**config.mk**
```make
export PLATFORM = sky130hd
export DESIGN_NAME = windowed_event_vote_reporter
export DESIGN_NICKNAME = d
export VERILOG_FILES = /design/src/hdl/wevr_pkg.sv /design/src/hdl/windowed_event_vote_reporter.sv
export SDC_FILE = /design/constraint.sdc
export NUM_CORES = 1
export LEC_CHECK = 0
export ABC_AREA = 1
export BUFFER_PORTS_ARGS = -buffer_cell sky130_fd_sc_hd__buf_4
export CORE_UTILIZATION = 45
export DETAILED_ROUTE_END_ITERATION = 10
export SLEW_MARGIN = 20
export SYNTH_ARGS = -nofsm -noshare
export SYNTH_HDL_FRONTEND = slang
export SYNTH_SLANG_ARGS = --single-unit
export TNS_END_PERCENT = 1
```
**constraint.sdc**
```tcl
create_clock -name clk -period 12.8 [get_ports clk]
set_input_delay 1.28 -clock clk [delete_from_list [all_inputs] [get_ports clk]]
set_output_delay 1.28 -clock clk [all_outputs]
set_load 0.02 [all_outputs]
```
**src/hdl/wevr_pkg.sv**
```systemverilog
// ----------------------------------------------------------------------------
// wevr_pkg
// shared types and constants for the windowed event vote reporter
// ----------------------------------------------------------------------------
package wevr_pkg;

    // fixed field widths
    localparam int TAG_W       = 32;
    localparam int WIN_W       = 16;
    localparam int THRESH_W    = 17;
    localparam int FRAC_BITS   = 16;
    localparam int CFG_DATA_W  = 17;
    localparam int CFG_INDEX_W = 3;
    localparam int S_DATA_W    = 32;
    localparam int S_USER_W    = 1;
    localparam int M_DATA_W    = 32;
    localparam int M_USER_W    = 3;

    // configuration register indexes
    typedef enum logic [CFG_INDEX_W-1:0] {
        CFG_WINDOW_FRAMES  = 3'd0,
        CFG_THRESHOLD_Q16  = 3'd1,
        CFG_HOLD_WINDOWS   = 3'd2,
        CFG_REPEAT_LIMIT   = 3'd3,
        CFG_START_EN       = 3'd4,
        CFG_CONTINUE_EN    = 3'd5,
        CFG_END_EN         = 3'd6
    } cfg_index_t;

    // change classification
    typedef enum logic [1:0] {
        CHANGE_NONE     = 2'd0,
        CHANGE_START    = 2'd1,
        CHANGE_CONTINUE = 2'd2,
        CHANGE_END      = 2'd3
    } change_kind_t;

    // report kind
    localparam logic KIND_BASE   = 1'b0;
    localparam logic KIND_REPORT = 1'b1;

    // reset values of the configuration registers
    localparam logic [WIN_W-1:0]    WINDOW_FRAMES_RST = 16'd25;
    localparam logic [THRESH_W-1:0] THRESHOLD_RST     = 17'd32768;
    localparam logic [WIN_W-1:0]    HOLD_WINDOWS_RST  = 16'd1;
    localparam logic [WIN_W-1:0]    REPEAT_LIMIT_RST  = 16'd1;

endpackage

```
**src/hdl/windowed_event_vote_reporter.sv**
```systemverilog
// ----------------------------------------------------------------------------
// windowed_event_vote_reporter
// counts flagged frames per window, votes on the active fraction and reports
// start, continue and end of event episodes with the matching frame tag
// ----------------------------------------------------------------------------
// an accepted input beat passes the input register, then the result register, to m_tvalid
// throughput: one beat per cycle unless m_tready holds a full result register;
//   the window counters, the vote multiply (threshold times frame count) and
//   the classification are combinational between the input and result registers
// reset: rst_n is asynchronous; it clears counters, episode status and saved
//   tags, empties both stages and returns all config registers to defaults
module windowed_event_vote_reporter #(
    parameter int COUNT_BITS = 16
) (
    input  logic                              clk,
    input  logic                              rst_n,
    // config write port
    input  logic                              cfg_we,
    input  logic [wevr_pkg::CFG_INDEX_W-1:0]  cfg_index,
    input  logic [wevr_pkg::CFG_DATA_W-1:0]   cfg_data,
    // input stream
    input  logic                              s_tvalid,
    output logic                              s_tready,
    // [31:0] frame_tag
    input  logic [wevr_pkg::S_DATA_W-1:0]     s_tdata,
    // [0] event_flag
    input  logic [wevr_pkg::S_USER_W-1:0]     s_tuser,
    // output stream
    output logic                              m_tvalid,
    input  logic                              m_tready,
    // [31:0] reported_tag
    output logic [wevr_pkg::M_DATA_W-1:0]     m_tdata,
    // [0] report_kind, [2:1] change_kind
    output logic [wevr_pkg::M_USER_W-1:0]     m_tuser
);
    import wevr_pkg::*;

    // compare width wide enough for both the counters and the 16 bit config
    localparam int CW = (COUNT_BITS > WIN_W) ? COUNT_BITS : WIN_W;
    // product width of threshold times frame count
    localparam int PW = COUNT_BITS + THRESH_W;
    localparam logic [COUNT_BITS-1:0] COUNT_MAX = '1;

    // ---------------- config registers ----------------
    logic [WIN_W-1:0]    window_frames_reg;
    logic [THRESH_W-1:0] threshold_reg;
    logic [WIN_W-1:0]    hold_windows_reg;
    logic [WIN_W-1:0]    repeat_limit_reg;
    logic                start_en_reg;
    logic                continue_en_reg;
    logic                end_en_reg;

    always_ff @(posedge clk or negedge rst_n)
    begin
        if (!rst_n)
        begin
            window_frames_reg <= WINDOW_FRAMES_RST;
            threshold_reg     <= THRESHOLD_RST;
            hold_windows_reg  <= HOLD_WINDOWS_RST;
            repeat_limit_reg  <= REPEAT_LIMIT_RST;
            start_en_reg      <= 1'b1;
            continue_en_reg   <= 1'b0;
            end_en_reg        <= 1'b1;
        end
        else if (cfg_we)
        begin
            case (cfg_index_t'(cfg_index))
                CFG_WINDOW_FRAMES: window_frames_reg <= cfg_data[WIN_W-1:0];
                CFG_THRESHOLD_Q16: threshold_reg     <= cfg_data[THRESH_W-1:0];
                CFG_HOLD_WINDOWS:  hold_windows_reg  <= cfg_data[WIN_W-1:0];
                CFG_REPEAT_LIMIT:  repeat_limit_reg  <= cfg_data[WIN_W-1:0];
                CFG_START_EN:      start_en_reg      <= cfg_data[0];
                CFG_CONTINUE_EN:   continue_en_reg   <= cfg_data[0];
                CFG_END_EN:        end_en_reg        <= cfg_data[0];
                default:           ;  // index with no register, ignored
            endcase
        end
    end

    // ---------------- flow control ----------------
    // the result register moves when it is empty or taken downstream; the input register
    // also loads while empty, and stalls only when the result register is full and not taken
    logic s1_v_reg;
    logic out_v_reg;
    logic advance;
    logic fire;

    assign advance  = !out_v_reg || m_tready;
    assign s_tready = !s1_v_reg || advance;
    assign fire     = s1_v_reg && advance;

    // ---------------- input register ----------------
    logic             s1_flag_reg;
    logic [TAG_W-1:0] s1_tag_reg;

    always_ff @(posedge clk or negedge rst_n)
    begin
        if (!rst_n)
        begin
            s1_v_reg <= 1'b0;
        end
        else if (s_tready)
        begin
            s1_v_reg <= s_tvalid;
        end
    end

    always_ff @(posedge clk)
    begin
        if (s_tvalid && s_tready)
        begin
            s1_flag_reg <= s_tuser[0];
            s1_tag_reg  <= s_tdata[TAG_W-1:0];
        end
    end

    // ---------------- window state ----------------
    logic [COUNT_BITS-1:0] frames_reg,  frames_next;
    logic [COUNT_BITS-1:0] ones_reg,    ones_next;
    logic                  active_reg,  active_next;
    logic [COUNT_BITS-1:0] hold_reg,    hold_next;
    logic [COUNT_BITS-1:0] repeats_reg, repeats_next;
    logic [TAG_W-1:0]      one_tag_reg, one_tag_next;
    logic [TAG_W-1:0]      zero_tag_reg, zero_tag_next;

    // counts including the current frame
    logic [COUNT_BITS-1:0] frames_inc;
    logic [COUNT_BITS-1:0] ones_inc;
    logic [COUNT_BITS-1:0] hold_inc;
    logic [CW-1:0]         repeat_ext;
    logic                  win_close;
    logic [PW-1:0]         vote_lhs;
    logic [PW-1:0]         vote_rhs;
    logic                  vote;
    logic                  hold_done;
    change_kind_t          change;

    assign frames_inc = (frames_reg == COUNT_MAX) ? frames_reg : frames_reg + 1'b1;
    assign ones_inc   = !s1_flag_reg ? ones_reg :
                        (ones_reg == COUNT_MAX) ? ones_reg : ones_reg + 1'b1;
    assign hold_inc   = (hold_reg == COUNT_MAX) ? hold_reg : hold_reg + 1'b1;
    assign repeat_ext = CW'(repeat_limit_reg);

    // window of zero length closes on every frame, as a window of one
    assign win_close = (CW'(frames_inc) >= CW'(window_frames_reg))
                    || (frames_inc == COUNT_MAX);

    // active when ones * 2^16 >= threshold * frames
    assign vote_lhs  = PW'({ones_inc, {FRAC_BITS{1'b0}}});
    assign vote_rhs  = PW'(threshold_reg) * PW'(frames_inc);
    assign vote      = (vote_lhs >= vote_rhs);
    assign hold_done = (CW'(hold_inc) >= CW'(hold_windows_reg));

    always_comb
    begin
        frames_next   = frames_inc;
        ones_next     = ones_inc;
        active_next   = active_reg;
        hold_next     = hold_reg;
        repeats_next  = repeats_reg;
        one_tag_next  = s1_flag_reg ? s1_tag_reg : one_tag_reg;
        zero_tag_next = s1_flag_reg ? zero_tag_reg : s1_tag_reg;
        change        = CHANGE_NONE;
        if (win_close)
        begin
            frames_next = '0;
            ones_next   = '0;
            active_next = vote;
            if (!active_reg && vote)
            begin
                // new episode: arm the repeat budget
                change       = CHANGE_START;
                repeats_next = repeat_ext[COUNT_BITS-1:0];
                hold_next    = '0;
            end
            else if (active_reg && vote)
            begin
                hold_next = hold_inc;
                if (hold_done && (repeats_reg != '0))
                begin
                    change       = CHANGE_CONTINUE;
                    repeats_next = repeats_reg - 1'b1;
                    hold_next    = '0;
                end
            end
            else if (active_reg && !vote)
            begin
                change = CHANGE_END;
            end
        end
    end

    always_ff @(posedge clk or negedge rst_n)
    begin
        if (!rst_n)
        begin
            frames_reg   <= '0;
            ones_reg     <= '0;
            active_reg   <= 1'b0;
            hold_reg     <= '0;
            repeats_reg  <= '0;
            one_tag_reg  <= '0;
            zero_tag_reg <= '0;
        end
        else if (fire)
        begin
            frames_reg   <= frames_next;
            ones_reg     <= ones_next;
            active_reg   <= active_next;
            hold_reg     <= hold_next;
            repeats_reg  <= repeats_next;
            one_tag_reg  <= one_tag_next;
            zero_tag_reg <= zero_tag_next;
        end
    end

    // ---------------- result selection ----------------
    // a change whose report is disabled passes the frame on as a base frame
    logic [TAG_W-1:0] res_tag;
    logic             res_kind;
    change_kind_t     res_change;

    always_comb
    begin
        res_tag    = s1_tag_reg;
        res_kind   = KIND_BASE;
        res_change = CHANGE_NONE;
        case (change)
            CHANGE_START:
            begin
                if (start_en_reg)
                begin
                    res_tag    = one_tag_next;
                    res_kind   = KIND_REPORT;
                    res_change = CHANGE_START;
                end
            end
            CHANGE_CONTINUE:
            begin
                if (continue_en_reg)
                begin
                    res_tag    = one_tag_next;
                    res_kind   = KIND_REPORT;
                    res_change = CHANGE_CONTINUE;
                end
            end
            CHANGE_END:
            begin
                if (end_en_reg)
                begin
                    res_tag    = zero_tag_next;
                    res_kind   = KIND_REPORT;
                    res_change = CHANGE_END;
                end
            end
            default: ;
        endcase
    end

    // ---------------- result register ----------------
    logic [TAG_W-1:0] out_tag_reg;
    logic             out_kind_reg;
    change_kind_t     out_change_reg;

    always_ff @(posedge clk or negedge rst_n)
    begin
        if (!rst_n)
        begin
            out_v_reg <= 1'b0;
        end
        else if (advance)
        begin
            out_v_reg <= s1_v_reg;
        end
    end

    always_ff @(posedge clk)
    begin
        if (fire)
        begin
            out_tag_reg    <= res_tag;
            out_kind_reg   <= res_kind;
            out_change_reg <= res_change;
        end
    end

    assign m_tvalid = out_v_reg;
    assign m_tdata  = out_tag_reg;
    assign m_tuser  = {out_change_reg, out_kind_reg};

`ifndef SYNTHESIS
    // a held start or continue beat always belongs to an active episode
    a_report_active: assert property (@(posedge clk) disable iff (!rst_n)
        (out_v_reg && ((out_change_reg == CHANGE_START) || (out_change_reg == CHANGE_CONTINUE)))
        |-> active_reg)
        else $error("start or continue reported while episode inactive");

    // a held end beat always follows the episode going inactive
    a_end_inactive: assert property (@(posedge clk) disable iff (!rst_n)
        (out_v_reg && (out_change_reg == CHANGE_END)) |-> !active_reg)
        else $error("end reported while episode still active");

    // base beats never carry a change code
    a_base_no_change: assert property (@(posedge clk) disable iff (!rst_n)
        (out_v_reg && (out_kind_reg == KIND_BASE)) |-> (out_change_reg == CHANGE_NONE))
        else $error("base beat with a change code");

    // the repeat budget only reloads on a start or steps down by one
    a_repeats_step: assert property (@(posedge clk) disable iff (!rst_n)
        (repeats_reg != $past(repeats_reg))
        |-> ($past(fire && win_close && !active_reg && vote)
             || ($past(repeats_reg) == repeats_reg + 1'b1)))
        else $error("repeat budget changed outside start or continue");
`endif

endmodule
```
[Yosys cells after proc, flatten, opt, wreduce, memory -nomap -nowiden]
Index checks and enable logic that the tools add are counted.
Word-level totals
  bits in registers: 267
  input bits: 58
  output and inout bits: 37
  logic and storage cells: 100
Cells by class
  $add $sub $neg: 4
  $mul: 1
  magnitude comparators: 3
  equal/unequal tests: 13
  multiplexer cells: 31
  reductions and logical operators: 27
Operator list (number)
  2-to-1 mux 16 bit: 12
  2-to-1 mux 32 bit: 5
  case mux 32 bit (3 select lines): 1
  equality test 16 bit (second input constant): 4
  adder 16 x 1 -> 16 bit (second input constant): 3
  greater-or-equal comparator 32 x 33 -> 1 bit: 1
  multiplier 17 x 16 -> 33 bit: 1
  greater-or-equal comparator 16 bit: 2
  AND reduction 2 bit: 8
  nonzero test 16 bit: 1
  subtractor 16 x 1 -> 16 bit (second input constant): 1
  2-to-1 mux 2 bit: 7
  equality test 3 bit (second input constant): 3
  equality test 3 x 2 -> 1 bit (second input constant): 2
  logical AND 1 bit: 6
  case mux 2 bit (3 select lines): 1
  equality test 2 bit (second input constant): 2
  logical NOT 1 bit: 4
  2-to-1 mux 1 bit: 4
  AND reduction 4 bit: 1
  nonzero test 2 bit: 2
  equality test 3 x 1 -> 1 bit (second input constant): 1
  logical NOT 3 bit: 1
  logical OR 1 bit: 3
  3 further kinds: 3

[Logic depth before layout (Yosys ltp)]
  depth after elaboration: 12
  gate-level depth with buffers: 53
  depth with buffers taken out: 51

[Worst setup path after synthesis]
Ideal clock, no wire load.
  path type: register to register
  start point: register frames_reg[0]
  end point: register out_tag_reg[23], in the netlist m_tdata[23], data pin
  setup time: 0.138 ns
  arrival: 8.654 ns
  required time: 12.662 ns
  slack: 4.008 ns
  stages on the path, launching flop included: 51
  path buffers: 4
  clock period less this slack: 8.792 ns
  cell sequence: dfrtp_1 ha_1 nand2_1 nor2_4 nand2_2 inv_2 nand3_4 buf_6 nand2_1 inv_1 clkbuf_1 nor2_1 fa_1 inv_1 fa_1 fa_1 inv_1 fa_1 (+15 left out) nand3_1 inv_1 nand4_1 nor2_1 nand3_1 nor2_1 a21oi_1 nand2_1 nand2_1 inv_1 ha_1 inv_1 o21ai_0 a21oi_1 clkbuf_1 clkbuf_1 nand4_1 nand4_1
Between the ends
  longest elaborated chain between the ends: 12
  elaborated cells between the ends (all ways): 20
  classes of those cells: add/sub (1); mul (1); order compare (2); eq/ne (5); mux (6); reduce/logical (5)
Ends and longest elaborated chain
  start: declaration: RTL line windowed_event_vote_reporter.sv:118  | logic [COUNT_BITS-1:0] frames_reg, frames_next;
  start signal: assignment: RTL line windowed_event_vote_reporter.sv:207  | frames_reg <= frames_next;
  adder 16 x 1 -> 16 bit / equality test 16 bit (equally long branches): RTL line windowed_event_vote_reporter.sv:138  | assign frames_inc = (frames_reg == COUNT_MAX) ? frames_reg : frames_reg + 1'b1;
  2-to-1 mux 16 bit (*): RTL line windowed_event_vote_reporter.sv:138
  multiplier 17 x 16 -> 33 bit (*): RTL line windowed_event_vote_reporter.sv:150  | assign vote_rhs = PW'(threshold_reg) * PW'(frames_inc);
  greater-or-equal comparator 32 x 33 -> 1 bit (*): RTL line windowed_event_vote_reporter.sv:151  | assign vote = (vote_lhs >= vote_rhs);
  via vote: RTL line windowed_event_vote_reporter.sv:134  | logic vote;
  logical NOT 1 bit: RTL line windowed_event_vote_reporter.sv:186  | else if (active_reg && !vote)
  logical AND 1 bit: RTL line windowed_event_vote_reporter.sv:186
  2-to-1 mux 2 bit: RTL line windowed_event_vote_reporter.sv:186
  2-to-1 mux 2 bit: RTL line windowed_event_vote_reporter.sv:176  | else if (active_reg && vote)
  2-to-1 mux 2 bit (*): RTL line windowed_event_vote_reporter.sv:169  | if (!active_reg && vote)
  2-to-1 mux 2 bit (*): RTL line windowed_event_vote_reporter.sv:164  | if (win_close)
  equality test 2 bit / equality test 2 x 1 -> 1 bit (equally long branches): RTL line windowed_event_vote_reporter.sv:228  | case (change)
  case mux 32 bit (3 select lines) (*): RTL line windowed_event_vote_reporter.sv:228
  via res_tag[23]: RTL line windowed_event_vote_reporter.sv:219  | logic [TAG_W-1:0] res_tag;
  end signal: assignment: RTL line windowed_event_vote_reporter.sv:281  | out_tag_reg <= res_tag;
  end: declaration: RTL line windowed_event_vote_reporter.sv:261  | logic [TAG_W-1:0] out_tag_reg;
The timed path passes the listed nets; every way through them passes the cells marked *.
A chain may end at the register's enable or synchronous reset.

[Worst setup path after layout]
  start point: register frames_reg[1]
  end point: register out_tag_reg[5], in the netlist m_tdata[5], data pin
Same word-level chain as after synthesis.

==> flow_summary_export.csv <==
group,metric,value,unit
floorplan,std_cell_rows,84,
yosys,synthesis.nets,3580,
sta,relSlewSlack,27.6,%
floorplan,fp.dieW,234,um
placement,gp_congestion,0.962,
outcome,status,"finished, final reports clean",
sta,clock_skew,0.0141,ns
power_and_ir_drop,p_switching,0.00387,W
global_route,grt_usage,25.8,%
floorplan,num_io_pins,95,
clock_tree,numCtsBuffers,31,
floorplan,floorplan.core_area,52900,um2
yosys,netlist_instances,3154,
layout,final_cell_mix,"865 x nand2_1, 483 x inv_1, 322 x o21ai_0, 225 x nor2_1, 208 x fa_1",
yosys,yosysWarningCount,0,
power_and_ir_drop,switching_share,55.1,%
critical_path,worst-setup-path-type,"flip-flop to flip-flop",
floorplan,start_util,45.8,%
power_and_ir_drop,vdd_drop_max,683,uV
route,num_vias,21000,
route,drt-total-wl,68.9,mm
layout,final_nets,3578,
power_and_ir_drop,p_comb_share,67.7,%
clock_tree,clkLatencyLatePin,0.57,ns
clock_tree,path_clk_slew,0.06,ns
layout,seq_area,7030,um2
yosys,synth_cell_type_count,43,
global_route,antenna_found_initial,1,
yosys,syn_area,24200,um2
power_and_ir_drop,power_leakage,13.0,nW
floorplan,dieArea,54800,um2
route,via_per_inst,5.43,
yosys,dominantRegCellSynth,"dfrtp_1",
clock_tree,cts_resized,0,
clock_tree,clock_path_buffers,3,
sta,layout_min_cycle_time,11.53,ns
yosys,syn_avg_cell_area,7.68,um2
route,drt_iter0_drc,1496,
layout,area_growth_syn_to_layout,9.30,%
layout,layout_commonest_cell,"nand2_1",
critical_path,critPathMaxFanout,22,
floorplan,dieHeight,234,um
critical_path,cp-start-kind,"flip-flop",
clock_tree,cts_root_buf,"clkbuf_16",
clock_tree,cts_hold_buf,0,
global_route,grt_first_pass_wirelength,111,mm
global_route,grt_max_degree,108,
route,drt_drc_violations_left,0,
layout,nFillCells,5116,
route,firstDrtPassIters,6,
layout,drive_gt1_share,6.11,%
yosys,async_reset_ff_share,74.5,%
sta,finalSetupViolCount,0,
power_and_ir_drop,power_density,265,nW/um2
critical_path,end_kind,"flip-flop",
placement,port_buffers,94,
route,routedWlPerCell,17.8,um
global_route,grt_overflow,0,
route,detail-route-antenna-nets,0,
clock_tree,cts_setup_buffers,0,
critical_path,cpLargestDelayFamily,"adder cells",
sta,slew_viol_final,0,
critical_path,worstPathArrival,11.95,ns
clock_tree,h-tree-depth,1,
critical_path,slowest_delay,0.74,ns
power_and_ir_drop,power.internal,0.00315,W
global_route,grt_pass1_vias,20900,
sta,final-hold-violation-count,0,
placement,dpl.hpwl,50.1,mm
clock_tree,clock_sinks,267,
power_and_ir_drop,pwr-share-seq,18.9,%
yosys,synth_edf_count,68,
worst_hold_path,hp-class,"flip-flop to flip-flop",
sta,tightestPinTransition,1.09,ns
yosys,ys_seq_elements,267,
layout,multiInputGateArea,14700,um2
job,drv_cap,0,
sta,final.setup.tns,0,ns
sta,hold_ws,0.476,ns
critical_path,cp.required,13.22,ns
sta,rsz0062_at_grt,"no",
critical_path,cp_common_cell,"nand2_1",
critical_path,cp_num_buf_inv,8,
power_and_ir_drop,clkPwrFrac,13.4,%
critical_path,critical_path.slowest_cell,"o21ai_2",
sta,max_freq,86.7,MHz
clock_tree,tritoncts,"yes",
sta,fin_crit_sh,90.1,%
yosys,yosysSeqAreaShare,29.0,%
[metrics by stage]
stage / total power [W] / area, um2 / utilization [%] / setup slack [ns] / instances
2_1_floorplan: 0.00458 / 24200 / - / 4.01 / 3154
3_3_place_gp: 0.00594 / 25400 / 48.0 / 1.72 / 3806
3_5_place_dp: 0.00604 / 25400 / 48.0 / 1.45 / 3806
4_1_cts: 0.00701 / 26400 / 50.0 / 1.37 / 3863
5_1_grt: 0.00767 / 26500 / 50.1 / 0.383 / 3864
6_report: 0.00703 / 26500 / 50.1 / 1.27 / 3865
[layer usage]
layer	up-vias	global-route usage, %	routed length (um)
li1	10000	-	-
met3	121	2.48	3820
met5	-	0	0
met1	10200	33.6	29300
met2	644	44.9	33500
met4	0	8.83	2340
[tightest hold or removal path, cell delays in order, from the launching register on]
cell,delay [ns]
dfrtp_1,0.34
nand2_1,0.05
nand2_1,0.05
[area by class of cell]
type                            count  share of cell area (%)
Clock buffer                       42                    3.24
Tap cell                          688                    3.25
Inverter                          496                    7.04
Multi-Input combinational cell   2239                    55.6
Clock inverter                     15                   0.832
Timing Repair Buffer              117                    3.44
Sequential cell                   267                    26.6
Antenna cell                        1                 0.00945
[synth_stat cells (all sizes together) (19+ instances only)]
cell type,n,area [um2]
dfrtp,191,4780
nand2,870,3280
xor2,31,272
fa,208,4160
a21oi,70,350
nor2,228,882
o31ai,19,143
ha,160,2000
nand4,153,957
clkbuf,118,445
inv,488,1830
buf,34,185
edfxtp,68,2040
o21ai,344,1720
nand3,87,448
[power by group through the flow]
stage	registers (W)	clock network, W	logic, W
6_report	0.00132	0.000944	0.00476
5_1_grt	0.00135	0.00100	0.00532
4_1_cts	0.00132	0.000968	0.00473
3_5_place_dp	0.00133	0	0.00470
3_3_place_gp	0.00133	0	0.00461
2_1_floorplan	0.00131	0	0.00328
[final timing paths]
kind | startpoint | endpoint | slack [ns] | depth (start not counted)
max in group asynchronous | rst_n | frames_reg[13] | 11.03 | 2
min in group asynchronous | rst_n | hold_reg[2] | 0.65 | 1
setup reg to reg | frames_reg[1] | m_tdata[5] | 1.27 | 48
hold reg to reg | zero_tag_reg[14] | zero_tag_reg[14] | 0.48 | 2
hold / removal | zero_tag_reg[14] | zero_tag_reg[14] | 0.48 | 2
setup / recovery | frames_reg[1] | m_tdata[5] | 1.27 | 48
[cells by family after synthesis]
| logic type | Yosys count | synth area share, % |
|---|---|---|
| XOR/XNOR | 47 | 1.70 |
| adder cells (fa/ha/maj) | 368 | 25.5 |
| AND/OR/NAND/NOR | 1366 | 23.6 |
| AO/OA/AOI/OAI | 458 | 9.89 |
| flip-flops | 267 | 29.0 |
| buffers and inverters | 648 | 10.3 |
Power figures use the tool's default switching activity.
